[config.mk]
export PLATFORM = sky130hd
export DESIGN_NAME = pidc_div100
export DESIGN_NICKNAME = d
export VERILOG_FILES = /design/src/hw/rtl/pidc_pkg.sv /design/src/hw/rtl/pidc_div100.sv
export SDC_FILE = /design/constraint.sdc
export NUM_CORES = 2
export LEC_CHECK = 0
export BUFFER_PORTS_ARGS = -buffer_cell sky130_fd_sc_hd__buf_2
export CAP_MARGIN = 20
export CORE_MARGIN = 2
export CORE_UTILIZATION = 60
export CTS_BUF_LIST = sky130_fd_sc_hd__clkbuf_4 sky130_fd_sc_hd__clkbuf_8 sky130_fd_sc_hd__clkbuf_16
export DETAILED_ROUTE_END_ITERATION = 10
export PLACE_DENSITY = 0.76
export SLEW_MARGIN = 0
export SYNTH_ARGS = -nofsm -noshare
export SYNTH_HDL_FRONTEND = slang
export SYNTH_SLANG_ARGS = --single-unit
[constraint.sdc]
create_clock -name i_clk -period 11.6 [get_ports i_clk]
set_clock_uncertainty 0.1 [all_clocks]
set_input_delay 2.32 -clock i_clk [delete_from_list [all_inputs] [get_ports i_clk]]
set_output_delay 2.32 -clock i_clk [all_outputs]
set_load 0.1 [all_outputs]
[src/hw/rtl/pidc_pkg.sv]
package pidc_pkg;

    // configuration port
    localparam int CFG_IDX_W  = 3;
    localparam int CFG_DATA_W = 16;

    // register indexes
    localparam logic [CFG_IDX_W-1:0] REG_TARGET  = 3'd0;
    localparam logic [CFG_IDX_W-1:0] REG_GAIN_P  = 3'd1;
    localparam logic [CFG_IDX_W-1:0] REG_GAIN_I  = 3'd2;
    localparam logic [CFG_IDX_W-1:0] REG_GAIN_D  = 3'd3;
    localparam logic [CFG_IDX_W-1:0] REG_FLOOR   = 3'd4;
    localparam logic [CFG_IDX_W-1:0] REG_CEILING = 3'd5;

    // field widths
    localparam int TARGET_W = 16;
    localparam int GAIN_W   = 16;
    localparam int DRIVE_W  = 14;

    // register reset values
    localparam logic [TARGET_W-1:0] TARGET_RESET  = 16'd2500;
    localparam logic [DRIVE_W-1:0]  CEILING_RESET = 14'd10000;

    // fixed point scale of all terms, and the remainder width it needs
    localparam int DIVISOR = 100;
    localparam int REM_W   = 7;

    // term lanes
    localparam int N_LANES = 3;
    localparam int LANE_P  = 0;
    localparam int LANE_I  = 1;
    localparam int LANE_D  = 2;

    typedef struct packed {
        logic [TARGET_W-1:0] target_value;
        logic [GAIN_W-1:0]   gain_p;
        logic [GAIN_W-1:0]   gain_i;
        logic [GAIN_W-1:0]   gain_d;
        logic [DRIVE_W-1:0]  drive_floor;
        logic [DRIVE_W-1:0]  drive_ceiling;
    } t_cfg;

endpackage

[src/hw/rtl/pidc_div100.sv]
module pidc_div100
    import pidc_pkg::*;
#(
    parameter int MAG_W = 37
) (
    input  logic                          i_clk,
    input  logic                          i_rst_n,
    input  logic                          i_valid,
    output logic                          o_stall,
    input  logic [N_LANES-1:0][MAG_W-1:0] i_mag,
    input  logic [N_LANES-1:0]            i_neg,
    output logic                          o_valid,
    input  logic                          i_stall,
    output logic [N_LANES-1:0][MAG_W-1:0] o_quo,
    output logic [N_LANES-1:0]            o_neg
);

    // division by the scale, one eight-bit quotient digit per stage
    localparam int DIGIT_BITS = 8;
    localparam int NSTG       = (MAG_W + DIGIT_BITS - 1) / DIGIT_BITS;
    localparam int PW         = NSTG * DIGIT_BITS;

    // partial dividend of one digit, always below the scale times 256
    localparam int T_W    = REM_W + DIGIT_BITS;
    localparam int PROD_W = 2 * T_W;
    // reciprocal of the scale, exact for every partial dividend below 2**21 / 48
    localparam int               RCP_SH = 21;
    localparam logic [T_W-1:0]   RCP    = T_W'((2**RCP_SH + DIVISOR - 1) / DIVISOR);

    function automatic logic [REM_W+PW-1:0] div_stage(
        input logic [PW-1:0]    w_in,
        input logic [REM_W-1:0] r_in
    );
        logic [T_W-1:0]        t;
        logic [PROD_W-1:0]     prod;
        logic [DIGIT_BITS-1:0] q;
        logic [T_W-1:0]        back;
        t    = {r_in, w_in[PW-1 -: DIGIT_BITS]};
        prod = PROD_W'(t) * PROD_W'(RCP);
        q    = prod[RCP_SH +: DIGIT_BITS];
        back = t - T_W'(q) * T_W'(DIVISOR);
        return {back[REM_W-1:0], w_in[PW-DIGIT_BITS-1:0], q};
    endfunction

    logic                            r_vld  [NSTG];
    logic [N_LANES-1:0][PW-1:0]      r_work [NSTG];
    logic [N_LANES-1:0][REM_W-1:0]   r_rem  [NSTG-1];
    logic [N_LANES-1:0]              r_neg  [NSTG];

    logic [NSTG-1:0]                 load;
    logic [NSTG-1:0]                 vld_in;
    logic [N_LANES-1:0][PW-1:0]      w_in   [NSTG];
    logic [N_LANES-1:0][REM_W-1:0]   rem_in [NSTG];
    logic [N_LANES-1:0]              neg_in [NSTG];
    logic [N_LANES-1:0][PW-1:0]      n_work [NSTG];
    logic [N_LANES-1:0][REM_W-1:0]   n_rem  [NSTG];

    // stage enables from the output back
    always_comb begin
        load[NSTG-1] = !r_vld[NSTG-1] || !i_stall;
        for (int k = NSTG - 2; k >= 0; k--) begin
            load[k] = !r_vld[k] || load[k+1];
        end
    end
    assign o_stall = !load[0];

    genvar k;
    generate
        for (k = 0; k < NSTG; k++) begin : g_stage
            // stage operands
            if (k == 0) begin : g_first
                assign vld_in[0] = i_valid;
                assign neg_in[0] = i_neg;
                assign rem_in[0] = '0;
                always_comb begin
                    for (int l = 0; l < N_LANES; l++) begin
                        w_in[0][l] = PW'(i_mag[l]);
                    end
                end
            end else begin : g_next
                assign vld_in[k] = r_vld[k-1];
                assign neg_in[k] = r_neg[k-1];
                assign rem_in[k] = r_rem[k-1];
                assign w_in[k]   = r_work[k-1];
            end

            // one digit of the quotient per lane
            always_comb begin
                for (int l = 0; l < N_LANES; l++) begin
                    {n_rem[k][l], n_work[k][l]} = div_stage(w_in[k][l], rem_in[k][l]);
                end
            end

            always_ff @(posedge i_clk) begin
                if (!i_rst_n) begin
                    r_vld[k] <= 1'b0;
                end else if (load[k]) begin
                    r_vld[k] <= vld_in[k];
                end
                if (load[k] && vld_in[k]) begin
                    r_work[k] <= n_work[k];
                    r_neg[k]  <= neg_in[k];
                end
            end

            // the remainder travels to the next stage only
            if (k < NSTG - 1) begin : g_rem
                always_ff @(posedge i_clk) begin
                    if (load[k] && vld_in[k]) begin
                        r_rem[k] <= n_rem[k];
                    end
                end
            end
        end
    endgenerate

    assign o_valid = r_vld[NSTG-1];
    assign o_neg   = r_neg[NSTG-1];
    always_comb begin
        for (int l = 0; l < N_LANES; l++) begin
            o_quo[l] = r_work[NSTG-1][l][MAG_W-1:0];
        end
    end

endmodule

* Yosys cells after proc, flatten, opt, wreduce, memory -nomap -nowiden
Memory sizes are Yosys's and may differ from the RTL's. Cells that the tools add are included.
Word-level totals: flip-flop bits (word level) 0, bits in writable memories 704, output and inout port bits 116, word-level logic and storage cells 93, memories 4
Memories:
- r_work | words 5, width 120, rd ports 5, clocked after memory_dff 0, write ports 5, line pidc_div100.sv:46 | logic [N_LANES-1:0][PW-1:0] r_work [NSTG];
- r_rem | words 4, width 21, rd ports 4, clocked after memory_dff 0, write ports 4, line pidc_div100.sv:47 | logic [N_LANES-1:0][REM_W-1:0] r_rem [NSTG-1];
- r_neg | words 5, width 3, rd ports 5, clocked after memory_dff 0, write ports 5, line pidc_div100.sv:48 | logic [N_LANES-1:0] r_neg [NSTG];
- r_vld | words 5, width 1, rd ports 5, clocked after memory_dff 0, write ports 5, line pidc_div100.sv:45 | logic r_vld [NSTG];
Operators by class: add/sub/neg operators 12, $mul 24, multiplexer cells 31, bitwise logic cells 5, reduce and logical (&&, ||, !) cells 17
Operators with widths (count):
- $mul A15 B13 Y27 const B | 12
- $mul A8 B5 Y5 const B | 9
- $sub A7 B7 Y7 | 9
- $mux W1 | 31
- $sub A5 B7 Y7 | 3
- $mul A1 B5 Y5 const AB | 3
- $logic_not A1 Y1 | 7
- $logic_and A1 B1 Y1 | 5
- $logic_or A1 B1 Y1 | 5
- $or A1 B1 Y1 | 5

* Longest topological paths before layout
An unclocked memory read counts as a cell.
depth in word-level cells 11, gate-level depth with buffers 27

* Least setup slack after synthesis
OpenSTA, ideal clock, no wires.
kind in2reg, start point in i_stall, end point mem r_neg[4][0] (netlist: r_neg[0][12]), enable pin, arrival 9.496 ns, data required time 10.793 ns, slack 1.298 ns, cell stages on the path 1, cell sequence a21boi_0
RTL lines:
- start, declared | line pidc_div100.sv:13 | input logic i_stall,
- end, declared | line pidc_div100.sv:48

==> metrics <==
MaxCap Viol Count 0; top-count cell post-synth inv_1; setup TNS 0 ns; Primary FF master, synth edfxtp_1; largest net degree at the start of global routing 121; # setup viols final 0; Setup crit start kind flop; number of synthesized flops with an enable pin 580; worst reg2reg path startpoint r_work[0][318]; critical-path maximum fanout 7; Synth cell types 68; Initial Utilization 60.3%; Hold Path End r_work[0][231]; Max H-tree Level 3; starting DRC count in detailed routing 1389; # resized after CTS 0; Synth top area share 29.0%; WL final 114 mm; row count 116; area leader, netlist edfxtp_1; critical path class reg2reg; total congestion overflow 0; initial antenna violation count 8; global route hottest layer met2; GRT Resource Usage Total 23.5%; clock buffer depth 3; Final Cycle Share 62.8%; I/O Buffers 218; Core ar. 99700 um2; top cells by count, synth 1393 x inv_1, 1215 x ha_1, 810 x fa_1; RR Endpoint r_rem[3][13]; vias 33500; Layout Nets 7241; Synth Area per Inst 12.3 um2; fin crit period 7.28 ns; CP required 11.87 ns; Slew headroom 30.2%; Final Hold Vio Count 0; reg2reg setup slack 4.32 ns; DPL Wire Length 94.7 mm; vias per cell 5.20; Inserted Clock Buffers 68; ys async rst share 0%; Netlist Area Pre-Place 60100 um2; ranking of synthesized cells by area edfxtp_1 29%, fa_1 27%, ha_1 25%, inv_1 8.7%, xnor2_1 2.1%; #FFs+latches synth 581; # hold bufs at CTS 0; clk sink count 581; IO Count 234; unrepaired setup endpoints after global routing false; Final Max Tran Viols 0; WL per Instance 17.7 um; R2R depth 25; CTS tree done; Fillers 7508; area delta synth->final 7.07%; post-synthesis sequential area ratio 29.0%; min-delay src r_work[0][103]; die height 321 um; post-CTS setup buffers 0; Synth Warn # 0; met2 Track Usage GR 40.7%; Least-Margin Pin Slew 1.05 ns; Hold Path Stages 0; drt drc 0; Synth Instances 4900; met3 Track Usage GR 2.56%; Final GP Congestion 0.878; CTS root buf clkbuf_16; share of layout cells above drive strength 1 7.17%; CP arrival 7.55 ns; global-route wire length before repair 189 mm; Die Width 321 um; clk_lat worst skew 0.65 ns; die area 103000 um2; number of global-route vias before repair 36900; clock slew at reported path FFs 0.06 ns; fmax 137 MHz; Initial DRT Pass Iterations 5; status finished clean; Antenna Nets Post-Route 0; GR Util met1 31.3%; critical path endpoint category flop; HP Class reg2reg
## kinds of logic after synthesis
| logic type | synth area share, % |
|---|---|
| AND/OR/NAND/NOR | 2.39 |
| buffers and inverters | 10.1 |
| multiplexers | 0.0499 |
| other | 0.00624 |
| adder cells (fa/ha/maj) | 52.2 |
| XOR/XNOR | 2.69 |
| flip-flops | 29.0 |
| AO/OA/AOI/OAI | 3.51 |
## worst max-delay path: stages, from the launching register on
cell and delay (ns):
edfxtp_1 0.54, inv_1 0.15, fa_1 0.52, inv_1 0.04, ha_1 0.20, fa_1 0.47
fa_1 0.55, inv_1 0.05, fa_1 0.47, inv_1 0.04, ha_1 0.28, a21oi_1 0.13
o221ai_1 0.14, a221oi_2 0.47, o21ai_1 0.22, xor2_1 0.21, ha_1 0.25, fa_1 0.44
inv_1 0.08, a21o_1 0.10, a21oi_1 0.07, xnor2_1 0.59, xnor2_1 0.16, a32o_1 0.25
a2111oi_2 0.38, xor2_1 0.11
## sequential cells by signal (all words and copies together) (netlist names)
name    count
r_vld       5
r_work    480
r_neg      15
r_rem      81
## final cells by class
type	count	area [um2]	area share, %
clock inverter	45	408	0.634
timing repair buffer	226	1160	1.81
antenna	1	2.50	0.00389
sequential	581	17400	27.1
tap	1298	1620	2.52
clock buffer	77	1800	2.80
inverter	1393	5230	8.12
multi-input combinational	2828	36700	57.0
## per-stage QoR
step	std cells	instance area, um2	utilization [%]	worst slack, ns	hold WS [ns]
CTS	6448	64400	64.6	4.29	0.309
detailed placement	6326	62200	62.4	4.30	0.305
global placement	6326	62200	62.4	4.54	0.300
global route	6448	64400	64.6	3.86	0.317
finish	6449	64400	64.6	4.32	0.310
floorplan	4917	60200	-	1.30	0.300
## cell usage in the layout (no fill, tap or decap), types with 7 or more instances in the layout
master | netlist | layout
a2111oi_0 | 8 | 8
a211oi_1 | 19 | 19
a21o_1 | 44 | 44
a21oi_1 | 86 | 86
a31oi_1 | 10 | 10
and2_1 | 12 | 11
and3_1 | 15 | 15
buf_2 | 0 | 218
buf_4 | 111 | 7
clkbuf_16 | 0 | 70
clkbuf_4 | 0 | 7
clkinv_1 | 0 | 13
clkinv_2 | 0 | 8
conb_1 | 1 | 18
edfxtp_1 | 580 | 580
fa_1 | 810 | 810
ha_1 | 1215 | 1215
inv_1 | 1393 | 1393
nand2_1 | 58 | 58
nand3_1 | 34 | 34
nand4_1 | 21 | 21
nor2_1 | 76 | 76
nor3_1 | 25 | 25
o2111ai_1 | 8 | 8
o211ai_1 | 9 | 9
o21a_1 | 13 | 13
o21ai_0 | 47 | 47
o21bai_1 | 9 | 9
o22ai_1 | 10 | 10
or2_2 | 11 | 11
or3_1 | 8 | 8
xnor2_1 | 145 | 145
xor2_1 | 32 | 32
## worst max path at each step
| stage | from | end | slack, ns | cells after the start |
|---|---|---|---|---|
| after floorplan | i_stall | r_neg[0][12] | 1.30 | 1 |
| after global placement | r_rem[2][18] | r_rem[3][20] | 4.54 | 24 |
| after detailed placement | r_work[0][316] | r_rem[3][13] | 4.30 | 25 |
| after CTS | r_work[0][316] | r_rem[3][13] | 4.29 | 25 |
| after global routing | r_rem[2][18] | r_rem[3][20] | 3.86 | 24 |
| final | r_work[0][318] | r_rem[3][13] | 4.32 | 25 |
## metal layers
metal  part of all wire, %  wire length, um
met5                 0.013               15
met4                   2.6             2960
met3                   3.5             3970
met2                    50            57300
met1                    44            49900
Power is left out: the tool's default activity adds up to more than one toggle a clock period on the data nets, which glitch-free logic cannot reach.
