`src/hw/rtl/pidc_pkg.sv`:
```
package pidc_pkg;

    // configuration port
    localparam int CFG_IDX_W  = 3;
    localparam int CFG_DATA_W = 16;

    // register indexes
    localparam logic [CFG_IDX_W-1:0] REG_TARGET  = 3'd0;
    localparam logic [CFG_IDX_W-1:0] REG_GAIN_P  = 3'd1;
    localparam logic [CFG_IDX_W-1:0] REG_GAIN_I  = 3'd2;
    localparam logic [CFG_IDX_W-1:0] REG_GAIN_D  = 3'd3;
    localparam logic [CFG_IDX_W-1:0] REG_FLOOR   = 3'd4;
    localparam logic [CFG_IDX_W-1:0] REG_CEILING = 3'd5;

    // field widths
    localparam int TARGET_W = 16;
    localparam int GAIN_W   = 16;
    localparam int DRIVE_W  = 14;

    // register reset values
    localparam logic [TARGET_W-1:0] TARGET_RESET  = 16'd2500;
    localparam logic [DRIVE_W-1:0]  CEILING_RESET = 14'd10000;

    // fixed point scale of all terms, and the remainder width it needs
    localparam int DIVISOR = 100;
    localparam int REM_W   = 7;

    // term lanes
    localparam int N_LANES = 3;
    localparam int LANE_P  = 0;
    localparam int LANE_I  = 1;
    localparam int LANE_D  = 2;

    typedef struct packed {
        logic [TARGET_W-1:0] target_value;
        logic [GAIN_W-1:0]   gain_p;
        logic [GAIN_W-1:0]   gain_i;
        logic [GAIN_W-1:0]   gain_d;
        logic [DRIVE_W-1:0]  drive_floor;
        logic [DRIVE_W-1:0]  drive_ceiling;
    } t_cfg;

endpackage

```
`src/hw/rtl/pidc_drive.sv`:
```
module pidc_drive
    import pidc_pkg::*;
#(
    parameter int MAG_W = 37
) (
    input  logic                          i_clk,
    input  logic                          i_rst_n,
    input  t_cfg                          i_cfg,
    input  logic                          i_valid,
    output logic                          o_stall,
    input  logic [N_LANES-1:0][MAG_W-1:0] i_quo,
    input  logic [N_LANES-1:0]            i_neg,
    output logic                          o_valid,
    input  logic                          i_stall,
    output logic [DRIVE_W-1:0]            o_drive
);

    localparam int T_W = MAG_W + 2;

    logic                   r_a_vld;
    logic signed [T_W-1:0]  r_total;
    logic                   r_b_vld;
    logic [DRIVE_W-1:0]     r_drive;

    logic                   load_a;
    logic                   load_b;
    logic signed [N_LANES-1:0][MAG_W-1:0] n_term;
    logic signed [T_W-1:0]  n_total;
    logic signed [T_W-1:0]  n_ceil;
    logic signed [T_W-1:0]  n_floor;
    logic signed [T_W-1:0]  n_hi;
    logic signed [T_W-1:0]  n_lo;

    assign load_b  = !r_b_vld || !i_stall;
    assign load_a  = !r_a_vld || load_b;
    assign o_stall = !load_a;

    // restore the signs and add the three terms
    always_comb begin
        for (int l = 0; l < N_LANES; l++) begin
            n_term[l] = i_neg[l] ? (~i_quo[l] + MAG_W'(1)) : i_quo[l];
        end
        n_total = T_W'($signed(n_term[LANE_P])) + T_W'($signed(n_term[LANE_I]))
                + T_W'($signed(n_term[LANE_D]));
    end

    // ceiling first, then floor, so the floor wins when they cross
    always_comb begin
        n_ceil  = T_W'($signed({1'b0, i_cfg.drive_ceiling}));
        n_floor = T_W'($signed({1'b0, i_cfg.drive_floor}));
        n_hi    = (r_total > n_ceil) ? n_ceil : r_total;
        n_lo    = (n_hi < n_floor) ? n_floor : n_hi;
    end

    always_ff @(posedge i_clk) begin
        if (!i_rst_n) begin
            r_a_vld <= 1'b0;
        end else if (load_a) begin
            r_a_vld <= i_valid;
        end
        if (load_a && i_valid) begin
            r_total <= n_total;
        end
    end

    // result register
    always_ff @(posedge i_clk) begin
        if (!i_rst_n) begin
            r_b_vld <= 1'b0;
        end else if (load_b) begin
            r_b_vld <= r_a_vld;
        end
        if (load_b && r_a_vld) begin
            r_drive <= n_lo[DRIVE_W-1:0];
        end
    end

    assign o_valid = r_b_vld;
    assign o_drive = r_drive;

endmodule

```
`config.mk`:
```
export PLATFORM = sky130hd
export DESIGN_NAME = pidc_drive
export DESIGN_NICKNAME = d
export VERILOG_FILES = /design/src/hw/rtl/pidc_pkg.sv /design/src/hw/rtl/pidc_drive.sv
export SDC_FILE = /design/constraint.sdc
export NUM_CORES = 1
export LEC_CHECK = 0
export BUFFER_PORTS_ARGS = -buffer_cell sky130_fd_sc_hd__buf_2
export CAP_MARGIN = 10
export CORE_MARGIN = 2
export CORE_UTILIZATION = 50
export DETAILED_ROUTE_END_ITERATION = 10
export GPL_TIMING_DRIVEN = 0
export HOLD_SLACK_MARGIN = 0.06
export PLACE_DENSITY = 0.86
export SLEW_MARGIN = 40
export SYNTH_ARGS = -nofsm -noshare
export SYNTH_HDL_FRONTEND = slang
export SYNTH_SLANG_ARGS = --single-unit
```
`constraint.sdc`:
```
create_clock -name i_clk -period 8.15 [get_ports i_clk]
set_input_delay 0.4075 -clock i_clk [delete_from_list [all_inputs] [get_ports i_clk]]
set_output_delay 0.4075 -clock i_clk [all_outputs]
set_load 0.01 [all_outputs]
```
# Yosys cells after proc, flatten, opt, wreduce, memory -nomap -nowiden
# Cells that the tools add are included.
[totals]
reg_bits = 55
output_inout_bits = 16
wordCells = 27
[classes]
addsub = 5
order_cmp = 2
mux = 5
bitwise = 3
reduce_logical = 8
[op_table]
columns = ["cell", "count"]
rows = [
  ["$add A37 B1 Y37 const B", 3],
  ["$mux W37", 3],
  ["$not A37 Y37", 3],
  ["$add A38 B37 Y39", 1],
  ["$gt A39 B15 Y1", 1],
  ["$lt A39 B15 Y1", 1],
  ["$mux W39", 1],
  ["$add A37 B37 Y38", 1],
  ["$mux W14", 1],
  ["$logic_not A1 Y1", 4],
  ["$logic_and A1 B1 Y1", 2],
  ["$logic_or A1 B1 Y1", 2],
]

# Longest topological paths before layout
# Gate-level depths: netlist of the first run.
[depth]
word_depth = 5
ltp_mapped = 22

# Least setup slack after synthesis of the first run
# OpenSTA, ideal clock, no wires.
[synth_path]
kind = "in2reg"
startpoint = "in i_quo[1] (netlist bit)"
endpoint = "reg r_total[37] (data pin)"
setup_ps = 265
arrival_time_ps = 5595
t_required_ps = 7885
path_slack_ps = 2290
cell_stages = 16
path_cell_list = "or3_1 or4_1 or3_1 or3_1 or4_1 o41ai_1 xnor2_1 fa_1 ha_1 nand2_1 or3_1 o41ai_1 a41oi_1 a211o_1 o21ai_0 xor2_1"
[synth_between]
elab_chain_cells = 5
[synth_lines]
columns = ["item", "line_no", "rtl"]
rows = [
  ["start, declared", "pidc_drive.sv:11", "input logic [N_LANES-1:0][MAG_W-1:0] i_quo,"],
  ["$not A37 Y37", "pidc_drive.sv:41", "n_term[l] = i_neg[l] ? (~i_quo[l] + MAG_W'(1)) : i_quo[l];"],
  ["$add A37 B1 Y37", "pidc_drive.sv:41", ""],
  ["$mux W37 (*)", "pidc_drive.sv:41", ""],
  ["$add A37 B37 Y38 (*)", "pidc_drive.sv:43", "n_total = T_W'($signed(n_term[LANE_P])) + T_W'($signed(n_term[LANE_I]))"],
  ["$add A38 B37 Y39 (*)", "pidc_drive.sv:44", "+ T_W'($signed(n_term[LANE_D]));"],
  ["via n_total[37]", "pidc_drive.sv:28", "logic signed [T_W-1:0] n_total;"],
  ["end signal, assigned", "pidc_drive.sv:62", "r_total <= n_total;"],
  ["end, declared", "pidc_drive.sv:21", "logic signed [T_W-1:0] r_total;"],
]
# Mark *: on every way through the listed nets, which the timed path passes. The rest lies on a longest branch.
# A chain may end at the register's enable or synchronous reset.

# Final worst setup path of the first run
# Same ends and word-level chain as after synthesis.

==> impl_metrics.ini, run 1 <==
[status]
status = finished clean

[floorplan]
fp.dieW_um = 126.1
initial_core_util = 0.5128
core_mm2 = 0.01453
ioPinCount = 226
die_height_um = 126.1
placement_rows = 44
die_area_mm2 = 0.01590

[placement]
dp_hpwl_mm = 15.88
gp_congestion = 0.9768
port_buffers = 158
post_dp_cell_area_mm2 = 0.008508

[setup_path]
reg2reg_from = r_total[12]
endpoint = r_total[37]
path_cells = buf_2 > or3_1 > or4_1 > or3_1 > or3_1 > or4_1 > o41ai_1 > xnor2_1 > fa_1 > ha_1 > nand2_1 > or3_1 > o41ai_1 > a41oi_1 > a211o_1 > o21ai_0 > xor2_1
cp_max_fo = 6
cp_data_arrival_time_ps = 6440
worst_r2r_path_depth = 19
path_buf_inv = 1
cp_slowest_stage_delay_ps = 750
worstSetupStartpointType = input pin
worstPathRequired_ps = 8190
crit_path_end_kind = register
cp-startpoint = i_quo[1]
cpMostUsedCell = or3_1
crit_family = simple AND/OR/NAND/NOR gates
rrSetupSlack_ps = 2740
criticalPathCategory = in -> reg
crit_cells = 17
crit_slowest_cell = o41ai_1
rr_endpoint = o_drive[6]

[drt]
first_pass_iters = 5
drc = 0
first_iter_violations = 500
drt-wirelength-per-cell_um = 15.77
drt-total-wl_mm = 18.35
viasPerCell = 5.911
vias = 6874
detail-route-antenna-nets = 0

[power_and_ir_drop]
p_leak_nw = 3.650
ir_worst_vdd_mv = 0.1068
p_per_area_mw_per_mm2 = 220.1

[yosys]
synth.avg_cell_area_um2 = 9.190
synth_cells = 811
synth_edf_count = 53
synth_warnings = 0
synth_seq_area_share = 0.2189
synthTopCellsByArea = edfxtp_1 21%, xnor2_1 14%, ha_1 11%
yosysMostFrequentCell = xnor2_1
ys.flop_type = edfxtp_1
synth.top_cells.by_count = 120 x xnor2_1, 67 x ha_1, 63 x o21ai_0
syn_area_mm2 = 0.007453
synth_top_cell_area_share = 0.2135
synth-seq-cells = 55
synth_top_area_cell = edfxtp_1
synth_cell_types = 56
synthArstFlopShare = 0
syn_nets = 1126

[sta]
period_needed_ps = 6404
fmax_mhz = 156.2
rsz0062_at_grt = false
timing.slew.headroom = 0.4877
slew_viol_final = 0
whs_ps = 338.5
finalCritPeriodShare = 0.7858
finalSetupViolations = 0
clock_skew_ps = 7.142
fin_setup_tns_ps = 0
finalHoldViolations = 0
tightest_slew_ps = 758.5

[run]
max-cap-violations = 0

[clock_network]
cts_tree = done
root_buffer = clkbuf_16
insertion_delay_ps = 290
clkTransAtPathRegs_ps = 70
clock_path_buffers = 2
post-cts-setup-buffers = 0
cts_num_sinks = 55
h-tree-depth = 2
numCtsBuffers = 5
cts-resized-gates = 0
hold_buffers = 0

[layout]
seqCellArea_mm2 = 0.001632
multi_input_area_mm2 = 0.005544
antenna_cells = 0
drive_above_1_share = 0.2012
fin_util = 0.5956
fillCellCount = 1287
syn_to_final_growth_pct = 16.15
nNetsFinal = 1293
fin_area_mm2 = 0.008657

[global_routing]
grt_pass1_wl_mm = 29.89
grt-ovfl-total = 0
grtUsageTotal = 0.2251
grt_pass1_vias = 6435
antenna_found_initial = 0
grt_max_degree = 25

[min_path]
holdCritPathClass = in -> reg
## cells by family after synthesis
group,after synthesis,synth area share
flip-flops,55,0.2189
XOR/XNOR,138,0.1622
AO/OA/AOI/OAI,231,0.2066
buffers and inverters,77,0.03878
multiplexers,15,0.02233
AND/OR/NAND/NOR,190,0.1366
adder cells (fa/ha/maj),105,0.2145
## cell usage in the layout (no fill, tap or decap), types with 3 or more instances in the layout
cell	instances
nand3_1	11
inv_1	60
nand2b_1	12
nor2_1	17
a211o_1	6
or3_1	23
o41ai_1	11
a21o_1	27
fa_1	38
a211oi_1	3
o21bai_1	7
nor3_1	9
nor2b_1	5
nor4_1	13
a21boi_0	3
and3_1	3
ha_1	67
nand4_1	9
o21a_1	11
xnor2_1	120
xor2_1	18
buf_2	158
nand2_1	62
clkbuf_16	5
mux2_2	13
o21ai_0	63
or4_1	11
edfxtp_1	53
o31ai_1	30
o211ai_1	3
or4_4	4
o21ai_1	4
a21oi_1	38
a31oi_1	4
clkbuf_1	15
## metrics by stage
step           std cells  total power, mW  setup WS [ps]
3_3_place_gp        1153            1.644           1480
6_report            1163            1.905           1746
2_1_floorplan        811            1.397           2290
4_1_cts             1163            1.903           1760
5_1_grt             1163            2.066           1403
3_5_place_dp        1155            1.685           1494
## worst min-delay path by stage
stage	start	slack (ps)	endpoint	cells past startpoint
global placement	r_a_vld	480	o_valid	2
global route	i_valid	350	r_a_vld	2
floorplan	r_a_vld	470	o_valid	2
detailed placement	r_a_vld	490	o_valid	2
finish	i_rst_n	340	r_a_vld	2
CTS	i_rst_n	340	r_a_vld	2
## area by class of cell
cell class              count  share of cell area
well taps                 184             0.02659
plain buffers              17            0.007371
repair buffers            160             0.09394
clock inverters             3            0.002746
flip-flops and latches     55              0.1885
clock buffers               5             0.01445
inverters                  60             0.02602
multi-input cells         679              0.6404
## metal layers
metal,part of all wire,GRT usage,routed length (µm)
met2,0.46,0.3779,8454
met5,0,0,0
met3,0.077,0.03186,1406
met1,0.44,0.3019,8009
met4,0.026,0.06981,476
## report_power, final
part / total [mW] / leakage (nW) / switching [mW] / internal, mW
clock: 0.208 / 0.0664 / 0.0936 / 0.115
sequential: 0.522 / 0.529 / 0.0405 / 0.481
combinational: 1.18 / 3.05 / 0.644 / 0.531
## registers in the layout, summed over array words and instances (netlist names)
register,flops
r_a_vld,1
o_valid,1
o_drive,14
r_total,39
Note: power is estimated with default switching activity, not from simulation.
==> run 2: changes to the inputs <==
clock period = 6.2 ns   (was 8.15 ns; I/O delays follow)
==> run 2 against run 1 <==
  * Final area increased by 0.40%
  * Register-to-register slack got worse by 2000 ps
  * First-iteration DRC count increased by 2.4%
  * Sequential share of layout area decreased by 0.076 points
  * Via count about the same
  * Sequential power increased by 31%
  * Worst hold slack got worse by 96 ps
  * Global-route usage about the same
  * Wire length increased by 0.28%
  * Combinational power increased by 32%
  * Largest cell class unchanged
==> impl_metrics.ini, run 2 (synthesis gave the netlist of run 1 again) <==
[layout]
final_common_cell = buf_2
largest_reg_flops = 39
nNetsFinal = 1293
drive_above_1_share = 0.2053
layout_common_cells = 158 x buf_2, 120 x xnor2_1, 67 x ha_1
antenna_cells = 0
instances_no_fill = 1163
syn_to_final_growth_pct = 16.62
top_register = r_total
fin_area_mm2 = 0.008692

[power_and_ir_drop]
p_int_mw = 1.487
switching_share = 0.4092
finalPower_mw = 2.516
ir_worst_vdd_mv = 0.1396
p_comb_frac = 0.619
p_switching_mw = 1.030
p_per_area_mw_per_mm2 = 289.5
p_leak_nw = 3.679
p_clk_frac = 0.109
power_frac_seq = 0.273

[clock_network]
insertion_delay_ps = 290
clkTransAtPathRegs_ps = 70
numCtsBuffers = 5
root_buffer = clkbuf_16
clock_path_buffers = 2
cts_num_sinks = 55
cts_tree = done
h-tree-depth = 2

[global_routing]
grt-ovfl-total = 0
grt_pass1_wl_mm = 29.91
grtUsageTotal = 0.2253
grt_max_degree = 25
grt_pass1_vias = 6445
antenna_found_initial = 0

[placement]
dp_hpwl_mm = 15.88
dp_cells = 1155
gp_congestion = 0.9768
post_dp_cell_area_mm2 = 0.008508
port_buffers = 158

[sta]
finalHoldViolations = 0
period_needed_ps = 5865
rsz0062_at_grt = false
finalSetupViolations = 0
timing.slew.headroom = 0.5481
finalCritPeriodShare = 0.9459
slew_viol_final = 0
tightest_slew_ps = 672.7
fmax_mhz = 170.5
clock_skew_ps = 7.192

[floorplan]
die_height_um = 126.1
die_area_mm2 = 0.01590
core_mm2 = 0.01453
ioPinCount = 226
initial_core_util = 0.5128
fp.dieW_um = 126.1
placement_rows = 44

[drt]
drt-wirelength-per-cell_um = 15.82
detail-route-antenna-nets = 0
vias = 6869
drc = 0
viasPerCell = 5.906
first_pass_iters = 5
drt-total-wl_mm = 18.40
first_iter_violations = 512

[min_path]
holdCritPathClass = in -> reg
hold_start = i_rst_n

[setup_path]
crit_family = simple AND/OR/NAND/NOR gates
crit_slowest_cell = or4_4
reg2reg_from = r_total[12]
path_buf_inv = 1
cp_data_arrival_time_ps = 5900
worstPathRequired_ps = 6230
cpMostUsedCell = or3_1
path_cells = buf_2 > or3_1 > or4_1 > or3_1 > or3_1 > or4_4 > o21ai_0 > xnor2_1 > fa_1 > ha_1 > nand4_1 > or3_1 > o41ai_4 > a41oi_1 > a211o_1 > o21ai_0 > xor2_1
cp_slowest_stage_delay_ps = 560
criticalPathCategory = in -> reg
cp-startpoint = i_quo[1]
crit_path_end_kind = register
worstSetupStartpointType = input pin
cp_max_fo = 5

[run]
max-cap-violations = 0

[status]
status = finished clean
run 2: cell counts in the layout (fill, tap and decap cells not counted):
Identical to the previous run, type by type.
run 2: final cells by class:
cell class                      count  area [µm²]
Buffer                             17       63.81
Clock buffer                        5       125.1
Clock inverter                      3       23.77
Fill cell                        1280        5842
Inverter                           60       225.2
Multi-Input combinational cell    679        5579
Sequential cell                    55        1632
Tap cell                          184       230.2
Timing Repair Buffer              160       813.3
run 2: worst register-to-register path, delay by kind of cell (launching register included):
family                     cells  cell delay (ps)
muxes                          1              420
buffers and inverters          2              880
DFF                            1              400
AOI/OAI and AO/OA             11             2420
adders and majority gates      2              630
and+or+nand+nor                3              410
run 2: through the flow:
stage	util	worst slack, ps	setup TNS, ps	hold slack (ps)
after global routing	0.5981	93.53	0	250.3
after CTS	0.5962	146.8	0	237.6
final	0.5981	335.3	0	243.0
after detailed placement	0.5854	-358.7	-762.6	491.3
after global placement	0.5831	-372.8	-789.9	479.3
after floorplan	-	437.9	0	427.8
run 2: path summary, 6_finish.rpt:
path                                    end  slack [ps]  cells after the start
worst min-delay path                r_a_vld         240                      2
worst max-delay path            r_total[37]         340                     17
worst min register to register      o_valid         510                      2
worst max register to register   o_drive[6]         790                     19
run 2: repair_timing:
| item | CTS | global route |
|---|---|---|
| setup buffers | 0 | 0 |
| gates cloned | 0 | 0 |
| pin swaps | 0 | 1 |
| endpoints found under the setup margin | 1 | 1 |
| hold buffers | 0 | 0 |
| resized for setup | 1 | 4 |
run 2: power groups by stage:
stage	registers, mW	logic (mW)	clock network (mW)
final	0.686	1.56	0.273
after global routing	0.699	1.73	0.293
after CTS	0.688	1.54	0.281
after detailed placement	0.695	1.52	0
after global placement	0.692	1.47	0
after floorplan	0.682	1.15	0
run 2: per-layer routing:
layer / track usage / vias up / part of all wire
met5: 0 / - / 0
met4: 0.06981 / 0 / 0.024
met3: 0.03186 / 41 / 0.071
met2: 0.3782 / 315 / 0.46
met1: 0.3021 / 3202 / 0.44
li1: - / 3311 / -
==> run 3: changes to the inputs <==
ABC_AREA = 1   (was unset)
GPL_ROUTABILITY_DRIVEN = 0   (was unset)
PLACE_DENSITY = 0.85   (was 0.86)
==> run 3 against run 2 <==
  * Clock-buffer cell count grew 1
  * Sequential share of layout area decreased by 1.7 points
  * Utilization shrank 1.7 points
  * Fmax rose by 30%
  * Power up 8.5%
  * Die area increased by 11%
  * Synthesized cell count increased by 45%
  * Combinational power rose by 12%
  * Flip-flop and latch count unchanged
  * Largest power group unchanged
  * Highest routed layer unchanged
==> impl_metrics.ini, run 3 <==
[floorplan]
fp.dieW_um = 133.0
core_mm2 = 0.01641
ioPinCount = 226
placement_rows = 47
die_height_um = 133.0
initial_core_util = 0.5070
die_area_mm2 = 0.01768

[layout]
syn_to_final_growth_pct = 14.61
nNetsFinal = 1656
layout_common_cells = 225 x nand2_1, 167 x inv_1, 158 x nor2_1, 158 x buf_2, 88 x xor2_1
final_common_cell = nand2_1
largest_reg_flops = 39
drive_above_1_share = 0.1371
top_register = r_total
antenna_cells = 0

[yosys]
synth_top_cell_area_share = 0.1913
yosysMostFrequentCell = nand2_1
synth_cell_types = 41
synth-simple-area-share = 0.2599
synth_edf_count = 53
synth_compound_area_frac = 0.1202
synth.avg_cell_area_um2 = 7.073
synth_top_area_cell = edfxtp_1
synthAdderAreaFrac = 0.1922
synthTopCellsByArea = edfxtp_1 19%, nand2_1 10%, ha_1 10%
synth_seq_area_share = 0.1961
syn_nets = 1491
synth_top_family_by_area = simple AND/OR/NAND/NOR gates
synth_cells = 1176
synth_warnings = 0
synthXorXnorAreaFrac = 0.1453
ys.flop_type = edfxtp_1
syn_area_mm2 = 0.008318
synth-seq-cells = 55
synthMuxAreaShare = 0
synthArstFlopShare = 0
synth.top_cells.by_count = 225 x nand2_1, 168 x inv_1, 158 x nor2_1

[sta]
timing.slew.headroom = 0.4872
slew_viol_final = 0
fmax_mhz = 221.4
whs_ps = 259.9
period_needed_ps = 4518
finalSetupViolations = 0
fin_setup_tns_ps = 0
finalHoldViolations = 0
finalCritPeriodShare = 0.7286
tightest_slew_ps = 759.3
rsz0062_at_grt = false
clock_skew_ps = 4.135

[setup_path]
cp_data_arrival_time_ps = 4550
cp_max_fo = 4
criticalPathCategory = in -> reg
worstSetupStartpointType = input pin
worstPathRequired_ps = 6230
crit_path_end_kind = register

[clock_network]
clock_path_buffers = 2
numCtsBuffers = 5
cts_tree = done
cts_num_sinks = 55
root_buffer = clkbuf_16
post-cts-setup-buffers = 0
insertion_delay_ps = 290
hold_buffers = 0
clkTransAtPathRegs_ps = 70
h-tree-depth = 2
cts-resized-gates = 0

[global_routing]
grt_pass1_wl_mm = 33.72
grt_pass1_vias = 7552
grtUsageTotal = 0.2330
grt_max_degree = 40
antenna_found_initial = 0
grt-ovfl-total = 0

[run]
max-cap-violations = 0

[placement]
dp_hpwl_mm = 18.19
port_buffers = 158

[drt]
drc = 0
first_iter_violations = 462
drt-wirelength-per-cell_um = 13.22
viasPerCell = 5.273
first_pass_iters = 5
detail-route-antenna-nets = 0
vias = 8237
drt-total-wl_mm = 20.65

[power_and_ir_drop]
p_per_area_mw_per_mm2 = 286.5
ir_worst_vdd_mv = 0.1277
p_leak_nw = 4.499

[min_path]
holdCritPathClass = in -> reg

[status]
status = finished clean
[run 3: changes by cell type after synthesis, moves of 40 or more]
cell,change
nand2_1,+163
nor2_1,+141
inv_1,+108
nand3_1,+40
xor2_1,+70
xnor2_1,-70
[run 3: metal layers]
layer  global-route usage  up-vias  wire, µm
met4              0.06153        0       353
met5                    0        -         0
met3              0.02107       26      1532
met2               0.4102      362      9760
met1               0.3080     3659      9003
li1                     -     4190         -
[run 3: per-stage QoR]
step	power (mW)	setup WS [ps]	instances	area, µm²	util
after global routing	3.003	1435	1562	9533	0.5810
after detailed placement	2.433	1476	1554	9388	0.5722
after global placement	2.377	1549	1554	9384	0.5720
after floorplan	2.000	2320	1176	8318	-
final	2.731	1682	1562	9533	0.5810
after CTS	2.717	1785	1562	9533	0.5810
[run 3: cell families (layout without fill, tap and decap cells)]
| kind of cell | Yosys count | count (layout) |
|---|---|---|
| adders and majority gates | 105 | 105 |
| AOI/OAI and AO/OA | 181 | 181 |
| DFF | 55 | 55 |
| xor gates and xnor gates | 138 | 138 |
| buffers and inverters | 186 | 352 |
| and+or+nand+nor | 511 | 511 |
[run 3: power by group]
part / internal [mW] / switching [mW]
clock: 0.151 / 0.121
sequential: 0.649 / 0.0654
combinational: 0.669 / 1.08
[run 3: worst max-delay path: stages]
cell       delay [ps]
buf_2             110
inv_1             130
ha_1              190
nand2_1           140
nor2_1            150
nand4_1           150
nor2_1            160
nand3_1           130
nor2_1            110
nand2_1            70
nand2_1           120
o21ai_2           100
a21oi_1           230
o21ai_0           160
xor2_1            280
fa_1              470
ha_1              390
nand2_1           140
nor2_1            160
nand2_1            90
nor3_1            270
nand4_1           190
o2111ai_1         190
xor2_1            100
[run 3: layout make-up]
| cell class | instances | area, µm² |
|---|---|---|
| well taps | 220 | 275.3 |
| flip-flops and latches | 55 | 1632 |
| multi-input cells | 935 | 5973 |
| clock buffers | 6 | 128.9 |
| repair buffers | 158 | 790.8 |
| plain buffers | 18 | 86.33 |
| fillers | 1506 | 6874 |
| clock inverters | 2 | 16.27 |
| inverters | 168 | 630.6 |
[run 3: worst paths after layout]
check	startpoint	end	slack, ps	cells past startpoint
max	i_quo[74]	r_total[36]	1680	24
min	i_rst_n	r_a_vld	260	3
max reg2reg	r_total[10]	o_drive[10]	2590	23
min reg2reg	r_a_vld	o_valid	510	2
